==> src/rcfp_pkg.sv <==
// shared types, constants and channel normalization helpers for the frame parser
package rcfp_pkg;

   // frame framing and flag bits
   localparam logic [7:0] SYNC_BYTE     = 8'h87;
   localparam int         FLAG_AUX_BIT  = 0;
   localparam int         FLAG_EXT_BIT  = 3;
   localparam int         FLAG_INIT_BIT = 4;

   // reverse mask bit positions
   localparam int REV_STEER    = 0;
   localparam int REV_THROTTLE = 1;
   localparam int REV_AUX      = 2;
   localparam int REV_AUX2     = 3;
   localparam int REV_AUX3     = 4;

   // aux value of a plain frame
   localparam logic signed [8:0] AUX_HIGH = 9'sd100;
   localparam logic signed [8:0] AUX_LOW  = -9'sd100;

   // frame queue depth and result bus width
   localparam int QUEUE_DEPTH = 2;
   localparam int RSP_DATA_W  = 88;

   // configuration register indexes
   typedef enum logic [1:0] {
      CSR_PARSER_ENABLED = 2'd0,
      CSR_MULTI_AUX      = 2'd1,
      CSR_REVERSE_MASK   = 2'd2
   } csr_index_type;

   // frame phases
   typedef enum logic [2:0] {
      PH_WAIT     = 3'd0,
      PH_STEER    = 3'd1,
      PH_THROTTLE = 3'd2,
      PH_FLAG     = 3'd3,
      PH_AUX      = 3'd4,
      PH_AUX2     = 3'd5,
      PH_AUX3     = 3'd6
   } phase_type;

   // one completed frame as it travels from front to back
   typedef struct packed {
      logic [7:0] steer;
      logic [7:0] throttle;
      logic [7:0] flag;
      logic [7:0] aux;
      logic [7:0] aux2;
      logic [7:0] aux3;
   } frame_type;

   // queue status seen by both sides
   typedef struct packed {
      logic full;
      logic empty;
   } queue_status_type;

   // configuration register set
   typedef struct packed {
      logic       parser_enabled;
      logic       multi_aux_enabled;
      logic [4:0] reverse_mask;
   } csr_type;

   // apply a reverse bit to a signed channel value
   function automatic logic signed [8:0] norm_value(input logic signed [8:0] v,
                                                    input logic rev);
      return rev ? -v : v;
   endfunction

   // read a byte as two's complement, then apply the reverse bit
   function automatic logic signed [8:0] norm_byte(input logic [7:0] b, input logic rev);
      logic signed [8:0] v;
      v = $signed({b[7], b});
      return norm_value(v, rev);
   endfunction

   // absolute value, 0..128 fits in eight bits
   function automatic logic [7:0] magnitude(input logic signed [8:0] v);
      logic [8:0] a;
      a = v[8] ? 9'(-v) : 9'(v);
      return a[7:0];
   endfunction

endpackage

==> src/rc_channel_frame_parser_core.sv <==
// top level of the radio-control channel frame parser
//
// Bytes from a serial receiver enter on the req_ stream, one per request.
// A sync byte 0x87 starts a frame: steering, throttle and a flag byte,
// followed by three aux bytes when flag bit 3 is set. Each completed frame
// gives one request on the rsp_ stream with all five channels normalized
// (value and magnitude) and the initializing flag.
// Throughput: one byte per cycle while the frame queue has room. The byte that
// closes a frame is written into the frame queue at its accepting edge, and
// its result reaches rsp_tvalid through the back end's result register.
// The frame queue holds QueueDepth frames; req_tready drops only when it is
// full, which takes a stalled receiver plus at least QueueDepth more frames.
// Reset empties the queue, returns to waiting for sync, clears the held
// aux2 and aux3 channels and loads the register defaults (parser on,
// multi-aux off, no channel reversed). csr_ writes take effect at once and
// are meant for an idle block.
module rc_channel_frame_parser_core #(
   parameter int QueueDepth = rcfp_pkg::QUEUE_DEPTH
) (
   input  logic                            clock,
   input  logic                            reset,
   // request stream: [7:0] rx_byte
   input  logic                            req_tvalid,
   output logic                            req_tready,
   input  logic [7:0]                      req_tdata,
   // result stream: [8:0] steer_value, [16:9] steer_magnitude,
   // [25:17] throttle_value, [33:26] throttle_magnitude, [42:34] aux_value,
   // [50:43] aux_magnitude, [59:51] aux2_value, [67:60] aux2_magnitude,
   // [76:68] aux3_value, [84:77] aux3_magnitude, [85] initializing
   output logic                            rsp_tvalid,
   input  logic                            rsp_tready,
   output logic [rcfp_pkg::RSP_DATA_W-1:0] rsp_tdata,
   // configuration write port
   input  logic                            csr_we,
   input  logic [1:0]                      csr_addr,
   input  logic [4:0]                      csr_wdata
);
   import rcfp_pkg::*;

   csr_type          csr_ff;
   queue_status_type q_status;
   frame_type        push_frame;
   frame_type        head_frame;
   logic             push;
   logic             pop;

   // configuration registers
   always_ff @(posedge clock) begin
      if (reset) begin
         csr_ff.parser_enabled    <= 1'b1;
         csr_ff.multi_aux_enabled <= 1'b0;
         csr_ff.reverse_mask      <= '0;
      end else if (csr_we) begin
         unique case (csr_index_type'(csr_addr))
            CSR_PARSER_ENABLED: csr_ff.parser_enabled    <= csr_wdata[0];
            CSR_MULTI_AUX:      csr_ff.multi_aux_enabled <= csr_wdata[0];
            CSR_REVERSE_MASK:   csr_ff.reverse_mask      <= csr_wdata;
            default: begin
            end
         endcase
      end
   end

   // byte intake and frame assembly
   rcfp_front u_front (
      .clock          (clock),
      .reset          (reset),
      .req_tvalid     (req_tvalid),
      .req_tready     (req_tready),
      .req_tdata      (req_tdata),
      .parser_enabled (csr_ff.parser_enabled),
      .q_status       (q_status),
      .push           (push),
      .frame          (push_frame)
   );

   // frame queue
   rcfp_queue #(
      .Depth (QueueDepth)
   ) u_queue (
      .clock      (clock),
      .reset      (reset),
      .push       (push),
      .push_frame (push_frame),
      .pop        (pop),
      .head_frame (head_frame),
      .status     (q_status)
   );

   // normalization and result register
   rcfp_back u_back (
      .clock      (clock),
      .reset      (reset),
      .csr        (csr_ff),
      .q_valid    (!q_status.empty),
      .head_frame (head_frame),
      .pop        (pop),
      .rsp_tvalid (rsp_tvalid),
      .rsp_tready (rsp_tready),
      .rsp_tdata  (rsp_tdata)
   );

   // a completed frame never lands in a full queue
   a_no_overflow: assert property (@(posedge clock) disable iff (reset)
      push |-> !q_status.full)
      else $error("frame pushed into full queue");

   // the back end never pops an empty queue
   a_no_underflow: assert property (@(posedge clock) disable iff (reset)
      pop |-> !q_status.empty)
      else $error("frame popped from empty queue");

   // a sync byte only restarts, it never closes a frame
   a_sync_no_frame: assert property (@(posedge clock) disable iff (reset)
      (req_tvalid && req_tready && req_tdata == SYNC_BYTE) |-> !push)
      else $error("sync byte completed a frame");

   // a disabled parser produces no frames
   a_disabled_quiet: assert property (@(posedge clock) disable iff (reset)
      !csr_ff.parser_enabled |-> !push)
      else $error("frame completed while parser disabled");

endmodule

==> src/rcfp_front.sv <==
// front end: byte intake, frame phase tracking and frame assembly
module rcfp_front (
   input  logic                      clock,
   input  logic                      reset,
   input  logic                      req_tvalid,
   output logic                      req_tready,
   input  logic [7:0]                req_tdata,
   input  logic                      parser_enabled,
   input  rcfp_pkg::queue_status_type q_status,
   output logic                      push,
   output rcfp_pkg::frame_type       frame
);
   import rcfp_pkg::*;

   phase_type  phase_ff;
   phase_type  phase_in;
   logic [7:0] steer_ff;
   logic [7:0] throttle_ff;
   logic [7:0] flag_ff;
   logic [7:0] aux_ff;
   logic [7:0] aux2_ff;
   logic       accept;
   logic       is_sync;
   logic       take;
   logic       cap_steer;
   logic       cap_throttle;
   logic       cap_flag;
   logic       cap_aux;
   logic       cap_aux2;

   // a request is taken whenever the queue has room
   assign req_tready = !q_status.full;
   assign accept     = req_tvalid && req_tready;
   assign is_sync    = (req_tdata == SYNC_BYTE);
   assign take       = accept && parser_enabled && !is_sync;

   // next phase
   always_comb begin
      phase_in = phase_ff;
      if (accept && parser_enabled) begin
         if (is_sync) begin
            phase_in = PH_STEER;
         end else begin
            unique case (phase_ff)
               PH_WAIT:     phase_in = PH_WAIT;
               PH_STEER:    phase_in = PH_THROTTLE;
               PH_THROTTLE: phase_in = PH_FLAG;
               PH_FLAG:     phase_in = req_tdata[FLAG_EXT_BIT] ? PH_AUX : PH_WAIT;
               PH_AUX:      phase_in = PH_AUX2;
               PH_AUX2:     phase_in = PH_AUX3;
               PH_AUX3:     phase_in = PH_WAIT;
               default:     phase_in = PH_WAIT;
            endcase
         end
      end
   end

   // byte capture enables and frame completion
   always_comb begin
      cap_steer    = 1'b0;
      cap_throttle = 1'b0;
      cap_flag     = 1'b0;
      cap_aux      = 1'b0;
      cap_aux2     = 1'b0;
      push         = 1'b0;
      unique case (phase_ff)
         PH_STEER:    cap_steer    = take;
         PH_THROTTLE: cap_throttle = take;
         PH_FLAG: begin
            cap_flag = take;
            push     = take && !req_tdata[FLAG_EXT_BIT];
         end
         PH_AUX:      cap_aux      = take;
         PH_AUX2:     cap_aux2     = take;
         PH_AUX3:     push         = take;
         default: begin
         end
      endcase
   end

   // completed frame; the closing byte comes straight from the request
   always_comb begin
      frame.steer    = steer_ff;
      frame.throttle = throttle_ff;
      frame.flag     = (phase_ff == PH_FLAG) ? req_tdata : flag_ff;
      frame.aux      = aux_ff;
      frame.aux2     = aux2_ff;
      frame.aux3     = req_tdata;
   end

   // phase register
   always_ff @(posedge clock) begin
      if (reset) begin
         phase_ff <= PH_WAIT;
      end else begin
         phase_ff <= phase_in;
      end
   end

   // frame byte registers
   always_ff @(posedge clock) begin
      if (cap_steer)    steer_ff    <= req_tdata;
      if (cap_throttle) throttle_ff <= req_tdata;
      if (cap_flag)     flag_ff     <= req_tdata;
      if (cap_aux)      aux_ff      <= req_tdata;
      if (cap_aux2)     aux2_ff     <= req_tdata;
   end

endmodule

==> src/rcfp_queue.sv <==
// short frame queue between the front end and the back end
module rcfp_queue #(
   parameter int Depth = rcfp_pkg::QUEUE_DEPTH
) (
   input  logic                       clock,
   input  logic                       reset,
   input  logic                       push,
   input  rcfp_pkg::frame_type        push_frame,
   input  logic                       pop,
   output rcfp_pkg::frame_type        head_frame,
   output rcfp_pkg::queue_status_type status
);
   import rcfp_pkg::*;

   localparam int PtrW = (Depth > 1) ? $clog2(Depth) : 1;
   localparam int CntW = $clog2(Depth + 1);
   localparam logic [PtrW-1:0] LastPtr = PtrW'(Depth - 1);

   frame_type       entries_ff [Depth];
   logic [PtrW-1:0] wr_ptr_ff;
   logic [PtrW-1:0] rd_ptr_ff;
   logic [CntW-1:0] count_ff;
   logic [PtrW-1:0] wr_ptr_in;
   logic [PtrW-1:0] rd_ptr_in;
   logic [CntW-1:0] count_in;

   assign status.full  = (count_ff == CntW'(Depth));
   assign status.empty = (count_ff == '0);
   assign head_frame   = entries_ff[rd_ptr_ff];

   // pointer and fill count update
   always_comb begin
      wr_ptr_in = wr_ptr_ff;
      rd_ptr_in = rd_ptr_ff;
      count_in  = count_ff;
      if (push) wr_ptr_in = (wr_ptr_ff == LastPtr) ? '0 : wr_ptr_ff + 1'b1;
      if (pop)  rd_ptr_in = (rd_ptr_ff == LastPtr) ? '0 : rd_ptr_ff + 1'b1;
      if (push && !pop) count_in = count_ff + 1'b1;
      else if (pop && !push) count_in = count_ff - 1'b1;
   end

   always_ff @(posedge clock) begin
      if (reset) begin
         wr_ptr_ff <= '0;
         rd_ptr_ff <= '0;
         count_ff  <= '0;
      end else begin
         wr_ptr_ff <= wr_ptr_in;
         rd_ptr_ff <= rd_ptr_in;
         count_ff  <= count_in;
      end
   end

   // entry storage
   always_ff @(posedge clock) begin
      if (push) entries_ff[wr_ptr_ff] <= push_frame;
   end

endmodule

==> src/rcfp_back.sv <==
// back end: channel normalization, held aux channels and the result register
module rcfp_back (
   input  logic                                clock,
   input  logic                                reset,
   input  rcfp_pkg::csr_type                   csr,
   input  logic                                q_valid,
   input  rcfp_pkg::frame_type                 head_frame,
   output logic                                pop,
   output logic                                rsp_tvalid,
   input  logic                                rsp_tready,
   output logic [rcfp_pkg::RSP_DATA_W-1:0]     rsp_tdata
);
   import rcfp_pkg::*;

   logic signed [8:0]     held_aux2_ff;
   logic signed [8:0]     held_aux3_ff;
   logic                  rsp_valid_ff;
   logic [RSP_DATA_W-1:0] rsp_data_ff;
   logic                  ext;
   logic signed [8:0]     steer_v;
   logic signed [8:0]     throttle_v;
   logic signed [8:0]     aux_v;
   logic signed [8:0]     aux2_v;
   logic signed [8:0]     aux3_v;
   logic [RSP_DATA_W-1:0] rsp_data_in;

   // take the head frame when the result register is free or being emptied
   assign pop        = q_valid && (!rsp_valid_ff || rsp_tready);
   assign rsp_tvalid = rsp_valid_ff;
   assign rsp_tdata  = rsp_data_ff;

   // channel values
   always_comb begin
      ext        = csr.multi_aux_enabled && head_frame.flag[FLAG_EXT_BIT];
      steer_v    = norm_byte(head_frame.steer, csr.reverse_mask[REV_STEER]);
      throttle_v = norm_byte(head_frame.throttle, csr.reverse_mask[REV_THROTTLE]);
      if (ext) begin
         aux_v  = norm_byte(head_frame.aux, csr.reverse_mask[REV_AUX]);
         aux2_v = norm_byte(head_frame.aux2, csr.reverse_mask[REV_AUX2]);
         aux3_v = norm_byte(head_frame.aux3, csr.reverse_mask[REV_AUX3]);
      end else begin
         aux_v  = norm_value(head_frame.flag[FLAG_AUX_BIT] ? AUX_HIGH : AUX_LOW,
                             csr.reverse_mask[REV_AUX]);
         aux2_v = held_aux2_ff;
         aux3_v = held_aux3_ff;
      end
   end

   // result packing, highest field first
   always_comb begin
      rsp_data_in = {
         2'b00,
         head_frame.flag[FLAG_INIT_BIT],
         magnitude(aux3_v), aux3_v,
         magnitude(aux2_v), aux2_v,
         magnitude(aux_v), aux_v,
         magnitude(throttle_v), throttle_v,
         magnitude(steer_v), steer_v
      };
   end

   // held aux channels and result valid
   always_ff @(posedge clock) begin
      if (reset) begin
         held_aux2_ff <= '0;
         held_aux3_ff <= '0;
         rsp_valid_ff <= 1'b0;
      end else begin
         if (pop && ext) begin
            held_aux2_ff <= aux2_v;
            held_aux3_ff <= aux3_v;
         end
         if (pop) rsp_valid_ff <= 1'b1;
         else if (rsp_tready) rsp_valid_ff <= 1'b0;
      end
   end

   // result payload
   always_ff @(posedge clock) begin
      if (pop) rsp_data_ff <= rsp_data_in;
   end

endmodule

==> config.mk <==
export PLATFORM = sky130hd
export DESIGN_NAME = rc_channel_frame_parser_core
export DESIGN_NICKNAME = d
export VERILOG_FILES = /design/src/rcfp_pkg.sv /design/src/rc_channel_frame_parser_core.sv /design/src/rcfp_front.sv /design/src/rcfp_queue.sv /design/src/rcfp_back.sv
export SDC_FILE = /design/constraint.sdc
export NUM_CORES = 1
export LEC_CHECK = 0
export BUFFER_PORTS_ARGS = -buffer_cell sky130_fd_sc_hd__buf_2
export CAP_MARGIN = 20
export CORE_ASPECT_RATIO = 0.7
export CORE_MARGIN = 8
export CORE_UTILIZATION = 60
export DETAILED_ROUTE_END_ITERATION = 16
export PLACE_DENSITY = 0.92
export SYNTH_ARGS = -nofsm -noshare
export SYNTH_HDL_FRONTEND = slang
export SYNTH_SLANG_ARGS = --single-unit
==> constraint.sdc <==
create_clock -name clock -period 7.9 [get_ports clock]
set_input_delay 1.58 -clock clock [delete_from_list [all_inputs] [get_ports clock]]
set_output_delay 1.58 -clock clock [all_outputs]
set_load 0.02 [all_outputs]
Word level (Yosys, flattened, before mapping)
Memories as Yosys holds them, arrays and structs flattened. A register that Yosys moved wholly into a read port is not among the register bits. Cells that the tools add are included.

$add $sub $neg: 15. Eq/ne operators: 10. Multiplexer cells: 35. Reductions and logical operators: 24.

Operators by type and width (number): $mux W9 (10); $mux W8 (6); $neg A8 Y9 (5); $neg A8 Y8 (5); $pmux W3 S5 (1); $mux W1 (13); $eq A3 B3 Y1 const B (3); $logic_and A1 B1 Y1 (9); $neg A9 Y9 (1); $eq A8 B8 Y1 const B (1); $logic_not A1 Y1 (7); $eq A3 B2 Y1 const B (2); $mux W3 (2); $reduce_and A2 Y1 (3); $eq A2 B2 Y1 const B (2); $logic_not A2 Y1 (2); $mux W2 (2); $reduce_bool A2 Y1 (2); $eq A3 B1 Y1 const B (1); $add A1 B1 Y1 const B (2); $add A2 B1 Y2 const B (1); $eq A2 B1 Y1 const B (1); $pmux W1 S2 (1); $sub A2 B1 Y2 const B (1); $logic_or A1 B1 Y1 (1).

Register bits after elaboration: 159. RAM bits: 96. Memories kept: 1.

Memories: u_queue.entries_ff (depth 2, width 48, rd ports 1, clocked after memory_dff 1, wr ports 1, RTL line rcfp_queue.sv:19) `frame_type entries_ff [Depth];`.

Depth between registers and ports, before layout
Gate-level depths: netlist (run 1).

Word-level depth: 11. Gate-level depth with buffers: 15. Mapped depth without buffers: 11.

Modules after synthesis
From an unflattened synthesis (run 1), not the netlist that was laid out.

Cells, all modules: 787. Area, all modules: 10974.3 um^2.

Modules (own cells, without submodules): rcfp_back (times used 1, cells an instance 489, area each 5316.3 um^2, sequential area each 2812.7 um^2); rcfp_queue (times used 1, cells an instance 171, area each 3671.0 um^2, sequential area each 2982.9 um^2); rcfp_front (times used 1, cells an instance 94, area each 1656.6 um^2, sequential area each 1261.2 um^2); rc_channel_frame_parser_core (times used 1, cells an instance 33, area each 330.3 um^2, sequential area each 140.1 um^2).

Least setup slack after synthesis (run 1)
Ideal clock, no wire load.

Path kind: input-to-reg. Start: in req_tdata[7]. End: mem u_queue.entries_ff[0][0] (netlist name) (enable). Library setup time: 497 ps. Arrival time: 5138 ps. Data required time: 7403 ps. Slack: 2265 ps. Stages on the path: 4. Buffers on the path: 0. Cells stage by stage: or4b_2 -> o2111a_1 -> nand2_1 -> nor3_1.

Word-level cells in the longest chain between the ends: 7.

RTL lines: start: declaration (RTL line rc_channel_frame_parser_core.sv:25) `input logic [7:0] req_tdata,`; $eq A8 B8 Y1 * (RTL line rcfp_front.sv:34) `assign is_sync = (req_tdata == SYNC_BYTE);`; $logic_not A1 Y1 * (RTL line rcfp_front.sv:35) `assign take = accept && parser_enabled && !is_sync;`; $logic_and A1 B1 Y1 * (RTL line rcfp_front.sv:35); $logic_and A1 B1 Y1 (RTL line rcfp_front.sv:71) `push = take && !req_tdata[FLAG_EXT_BIT];`; $pmux W1 S2 * (RTL line rcfp_front.sv:66) `unique case (phase_ff)`; $mux W1 * (RTL line rcfp_queue.sv:56) `if (push) entries_ff[wr_ptr_ff] <= push_frame;`; $mux W1 (not written as such) * (RTL line rcfp_queue.sv:56); end: declaration (RTL line rcfp_queue.sv:19).

Every way passes the cells marked *; elsewhere a longest branch is shown, timed or not.

==> results_dict.tcl, run 1 <==
set metrics [dict create \
    yosysSeqAreaShare_pct 63.2 \
    crit_path_start_kind "register" \
    crit_end "u_back.rsp_tdata[66]" \
    synth_cell_types 82 \
    met3_length_um 2390 \
    r2r_setup_slack_ns 3.73 \
    grt_setup_unrepaired "false" \
    die_area_um2 22400 \
    place_area_um2 11300 \
    grt_pass1_wl_um 38300 \
    n_fill_cell 1113 \
    post-route-period-util_pct 52.8 \
    rows 40 \
    finClkSkew_ns 0.0144 \
    cap_violations 0 \
    grt_max_degree 81 \
    coreArea_um2 17300 \
    place_congestion 0.894 \
    die_x_um 175 \
    wirelength_um 24300 \
    area_delta_synth_final_pct 13.6 \
    holdCritPathClass "register to register" \
    postCtsHoldBufs 0 \
    vias 7254 \
    start_util_pct 61.8 \
    cts_tree "yes" \
    diodes 0 \
    ios 110 \
    seqCellArea_um2 6750 \
    wl_per_cell_um 20.9 \
    final.setup.tns_ns 0 \
    p_leak_uw 0.00433 \
    synth_seq_cells 236 \
    drc 0 \
    dp_hpwl_um 15700 \
    hp-start "u_front.aux2_ff[1]" \
    cts_setup_buffers 0 \
    powerDensity_nw_per_um2 304 \
    cts.root.buffer_cell "clkbuf_16" \
    setup-violations-final 0 \
    r2r_end "u_back.rsp_tdata[66]" \
    synth_enable_flop_cells 202 \
    status "completed" \
    synth.avg_cell_area_um2 13.1 \
    fin_nets 947 \
    clk_pin_slew_ns 0.07 \
    yosysWarnings 0 \
    cts_buffers 23 \
    grt_pass1_vias 7142 \
    peakVddDrop_v 0.000171 \
    route.met2.wl_um 11600 \
    crit_arrival_ns 4.43 \
    hold_viol 0 \
    netlist_instances 814 \
    clock-sinks 236 \
    synthArstFlopShare_pct 0 \
    grt_use_total_pct 21.1 \
    drtPass1Iterations 6 \
    drt.antenna.violating_nets 0 \
    rr_worst_depth 8 \
    final_common_cell "edfxtp_1" \
    top_layer_used "met5" \
    cp.required_ns 8.16 \
    clockBufferDepth 3 \
    dieHeight_um 128 \
    io_buffers 107 \
    grt-ovfl-total 0 \
    timing.fmax_mhz 240 \
    drive_above_1_share_pct 20.6 \
    multi_input_area_um2 3540 \
    synthFlopType "edfxtp_1" \
    dr.first_iter.drc_count 1037 \
    drv_slew 0 \
    worstMarginPinSlew_ns 1.06 \
    critPathCaptureType "register" \
    synth_area_um2 10700 \
    antenna_found_initial 1 \
    relSlewSlack_pct 29.3 \
    m1WireLength_um 9600 \
    drt-vias-per-instance 6.24 \
    clock_latency_ns 0.52 \
    layout_common_cells "edfxtp_1, buf_2, nor2_1, mux2i_1, inv_1" \
    cts_max_level 1 \
    final_area_um2 12100 \
    worstSetupPathType "register to register" \
    crit_fanout 80 \
    cts-resized-gates 0 \
    min_period_ns 4.17 \
]
## cells in the mapped netlist (7+ instances only)
cell type | count | share of area (%)
a211oi_1 | 9 | 0.63
a21oi_1 | 35 | 1.6
a31oi_1 | 7 | 0.41
and2_1 | 13 | 0.76
and3_1 | 8 | 0.47
buf_4 | 11 | 0.77
clkbuf_1 | 15 | 0.53
dfxtp_1 | 34 | 6.4
edfxtp_1 | 202 | 57
ha_1 | 12 | 1.4
inv_1 | 41 | 1.4
mux2_2 | 18 | 1.9
mux2i_1 | 44 | 4.1
nand2_1 | 38 | 1.3
nand2b_1 | 7 | 0.41
nand3_1 | 11 | 0.52
nor2_1 | 56 | 2.0
nor2b_1 | 8 | 0.47
nor3_1 | 19 | 0.89
nor3b_1 | 8 | 0.56
nor4_1 | 11 | 0.64
o21ai_0 | 20 | 0.94
or3_1 | 13 | 0.76
xnor2_1 | 28 | 2.3
xor2_1 | 21 | 1.7
## stage by stage
step / util [%] / power (uW) / hold slack [ns] / setup slack (ns) / instances
final: 70.2 / 3680 / 0.451 / 3.73 / 1163
after global routing: 70.2 / 3820 / 0.461 / 3.45 / 1163
after floorplan: - / 2330 / 0.421 / 2.27 / 815
after global placement: 65.5 / 2530 / 0.427 / 4.03 / 1120
after CTS: 70.1 / 3700 / 0.447 / 3.79 / 1162
after detailed placement: 65.5 / 2560 / 0.440 / 3.95 / 1120
## registers in the layout (all words and copies together) (netlist names), named ones only
signal,cells
u_queue.count_ff,2
u_back.rsp_tvalid,1
u_front.flag_ff,3
u_back.held_aux3_ff,9
u_front.aux_ff,8
csr_ff,7
u_queue.rd_ptr_ff,1
u_queue.entries_ff,86
u_front.steer_ff,8
u_front.throttle_ff,8
u_back.rsp_tdata,81
u_front.aux2_ff,8
u_queue.wr_ptr_ff,1
u_back.held_aux2_ff,9
u_front.phase_ff,3
## area by class of cell
type | instances | area share [%]
Tap cell | 231 | 2.39
Timing Repair Buffer | 113 | 4.79
Inverter | 42 | 1.31
Multi-Input combinational cell | 499 | 29.2
Clock buffer | 28 | 5.25
Sequential cell | 236 | 55.7
Clock inverter | 14 | 1.34
## critical path: stages (launching register included)
cell	delay [ns]
dfxtp_4	0.92
mux2i_1	0.48
ha_1	0.28
nor4bb_1	0.75
o221ai_1	0.26
a211oi_1	0.61
or2_2	0.35
a31oi_2	0.07
xor2_1	0.17
## per-layer routing
metal,vias up,GRT usage [%]
li1,3273,-
met1,3427,27.5
met2,464,34.7
met3,88,4.83
met4,2,6.66
met5,-,0
## cell families (layout without fill, tap and decap cells)
group,Yosys count,count (layout),share of synthesized area (%)
DFF,236,236,63.2
and+or+nand+nor,232,232,12.1
AOI/OAI and AO/OA,141,141,9.32
buffers and inverters,80,197,3.69
muxes,63,63,6.17
xor gates and xnor gates,49,49,4.02
adders and majority gates,12,12,1.41
other,1,2,0.0351
## power breakdown
group | switching (uW) | internal [uW]
sequential | 92.8 | 1600
clock | 462 | 676
combinational | 581 | 268
total | 1140 | 2550
## worst min-delay path by stage
stage | endpoint | cells after the start
after floorplan | u_queue.entries_ff[0][10] | 0
after global placement | u_queue.entries_ff[0][41] | 0
after detailed placement | u_queue.entries_ff[1][9] | 0
after CTS | u_queue.entries_ff[0][45] | 0
after global routing | u_queue.entries_ff[0][43] | 0
final | u_queue.entries_ff[1][9] | 0
(Power assumes the default switching activity.)
==> run 2: changes to the inputs <==
--- a/config.mk
+++ b/config.mk
@@ -9,9 +9,9 @@
 export CAP_MARGIN = 20
 export CORE_ASPECT_RATIO = 0.7
 export CORE_MARGIN = 8
-export CORE_UTILIZATION = 60
+export CORE_UTILIZATION = 59
 export DETAILED_ROUTE_END_ITERATION = 16
-export PLACE_DENSITY = 0.92
+export PLACE_DENSITY = 0.91
 export SYNTH_ARGS = -nofsm -noshare
 export SYNTH_HDL_FRONTEND = slang
 export SYNTH_SLANG_ARGS = --single-unit
==> constraint.sdc (replaced) <==
create_clock -name clock -period 3.95 [get_ports clock]
set_input_delay 0.79 -clock clock [delete_from_list [all_inputs] [get_ports clock]]
set_output_delay 0.79 -clock clock [all_outputs]
set_load 0.02 [all_outputs]
==> results_dict.tcl, run 2 (synthesis gave the netlist of run 1 again) <==
set metrics [dict create \
    status "completed" \
    p_leak_uw 0.00434 \
    fin_cells 1172 \
    relSlewSlack_pct 31.2 \
    vias 7074 \
    regMostFlops "u_queue.entries_ff" \
    setup-violations-final 0 \
    grt_use_total_pct 18.9 \
    seqCellArea_um2 6750 \
    peakVddDrop_v 0.000449 \
    drt-vias-per-instance 6.04 \
    multi_input_area_um2 3550 \
    start_util_pct 59.8 \
    final.setup.tns_ns 0 \
    hold_viol 0 \
    finClkSkew_ns 0.0233 \
    dieHeight_um 129 \
    worst_slack_ns 0.432 \
    layout_common_cells "edfxtp_1, buf_2, nor2_1, mux2i_1, inv_1" \
    grt-ovfl-total 0 \
    critPathCaptureType "register" \
    diodes 0 \
    crit_arrival_ns 3.77 \
    cts_max_level 1 \
    timing.fmax_mhz 284 \
    clk_pin_slew_ns 0.06 \
    rr_worst_depth 9 \
    r2r_setup_slack_ns 0.43 \
    crit_path_start_kind "register" \
    wirelength_um 22200 \
    top_layer_used "met4" \
    powerDensity_nw_per_um2 600 \
    crit_fanout 28 \
    final_util_pct 68.1 \
    place_ws_ns 0.536 \
    post-route-period-util_pct 89.1 \
    crit_slowest_cell "dfxtp_4" \
    cts_tree "yes" \
    cts.root.buffer_cell "clkbuf_16" \
    worstMarginPinSlew_ns 1.03 \
    cts_buffers 22 \
    route.met2.wl_um 10600 \
    grt_pass1_wl_um 35100 \
    drt.antenna.violating_nets 0 \
    cp.required_ns 4.21 \
    grt_setup_unrepaired "false" \
    rows 41 \
    clockBufferDepth 3 \
    min_period_ns 3.52 \
    dr.first_iter.drc_count 717 \
    fin_nets 953 \
    drive_above_1_share_pct 20.4 \
    holdPathEnd "u_queue.entries_ff[0][42]" \
    r2r_end "u_back.rsp_tdata[67]" \
    antenna_found_initial 0 \
    whs_path_depth 0 \
    cts-resized-gates 0 \
    io_buffers 107 \
    coreArea_um2 17900 \
    dp_hpwl_um 15200 \
    hp-start "u_front.steer_ff[2]" \
    postCtsHoldBufs 0 \
    grt_max_degree 44 \
    largest_reg_flops 86 \
    die_area_um2 22700 \
    holdCritPathClass "register to register" \
    drv_slew 0 \
    cpPeakStageDelay_ns 0.57 \
    drc 0 \
    die_x_um 177 \
    grt_pass1_vias 6958 \
    place_congestion 0.868 \
    cap_violations 0 \
    clock-sinks 236 \
    drtPass1Iterations 6 \
    m1WireLength_um 9080 \
    place_inst 1132 \
    wl_per_cell_um 19.0 \
    clock_latency_ns 0.51 \
    met3_length_um 2110 \
    area_delta_synth_final_pct 13.9 \
    cp_cell_sequence "buf_4, mux2i_1, ha_1, nor4bb_1, o31ai_1, a31oi_1, a311oi_1, a211oi_1, a21oi_1" \
    ios 110 \
    final_common_cell "edfxtp_1" \
    worstSetupPathType "register to register" \
    n_fill_cell 1141 \
    cts_setup_buffers 0 \
]
[run 2: changes by cell type in the layout (fill, tap and decap cells not counted), sizes merged]
cell	previous run	this run
clkinv	9	8
bufinv	3	5
inv	43	41
clkinvlp	1	0
buf	113	120
clkbuf	28	27
[run 2: power breakdown]
group | internal, uW | switching [uW]
combinational | 551 | 1180
clock | 1360 | 870
sequential | 3200 | 135
total | 5110 | 2180
[run 2: area by class of cell]
class,instances,share of cell area [%]
clock inverter,12,1.65
clock buffer,27,4.68
sequential,236,55.5
tap,236,2.43
multi-input combinational,499,29.2
timing repair buffer,120,5.21
inverter,42,1.31
[run 2: how the worst max path moves through the flow]
stage	start	to	depth (start not counted)
after detailed placement	register	u_back.rsp_tdata[67]	9
after global placement	register	u_back.rsp_tdata[66]	9
after floorplan	rsp_tready	u_back.held_aux2_ff[1]	7
after global routing	register	u_back.rsp_tdata[66]	9
final	register	u_back.rsp_tdata[67]	9
after CTS	register	u_back.rsp_tdata[67]	9
[run 2: stage by stage]
stage                     hold WS (ns)  total power [uW]  cell area (um2)
after CTS                        0.445              7350            12100
after global placement           0.423              5080            11400
after global routing             0.465              7600            12200
after floorplan                  0.421              4650            10700
final                            0.445              7290            12200
after detailed placement         0.431              5130            11400
[run 2: worst max-delay path: cells and delay by family, from the launching register on]
kind            cells  cell delay (ns)
compound gates      5             1.19
fa+ha+maj           1             0.25
buf+inv             1             0.33
flops               1             0.57
mux                 1             0.38
simple gates        1             0.55
[run 2: routing by layer]
layer	global-route usage, %	vias up
li1	-	3276
met1	24.6	3374
met2	31.7	381
met3	4.13	43
met4	5.37	0
met5	0	-
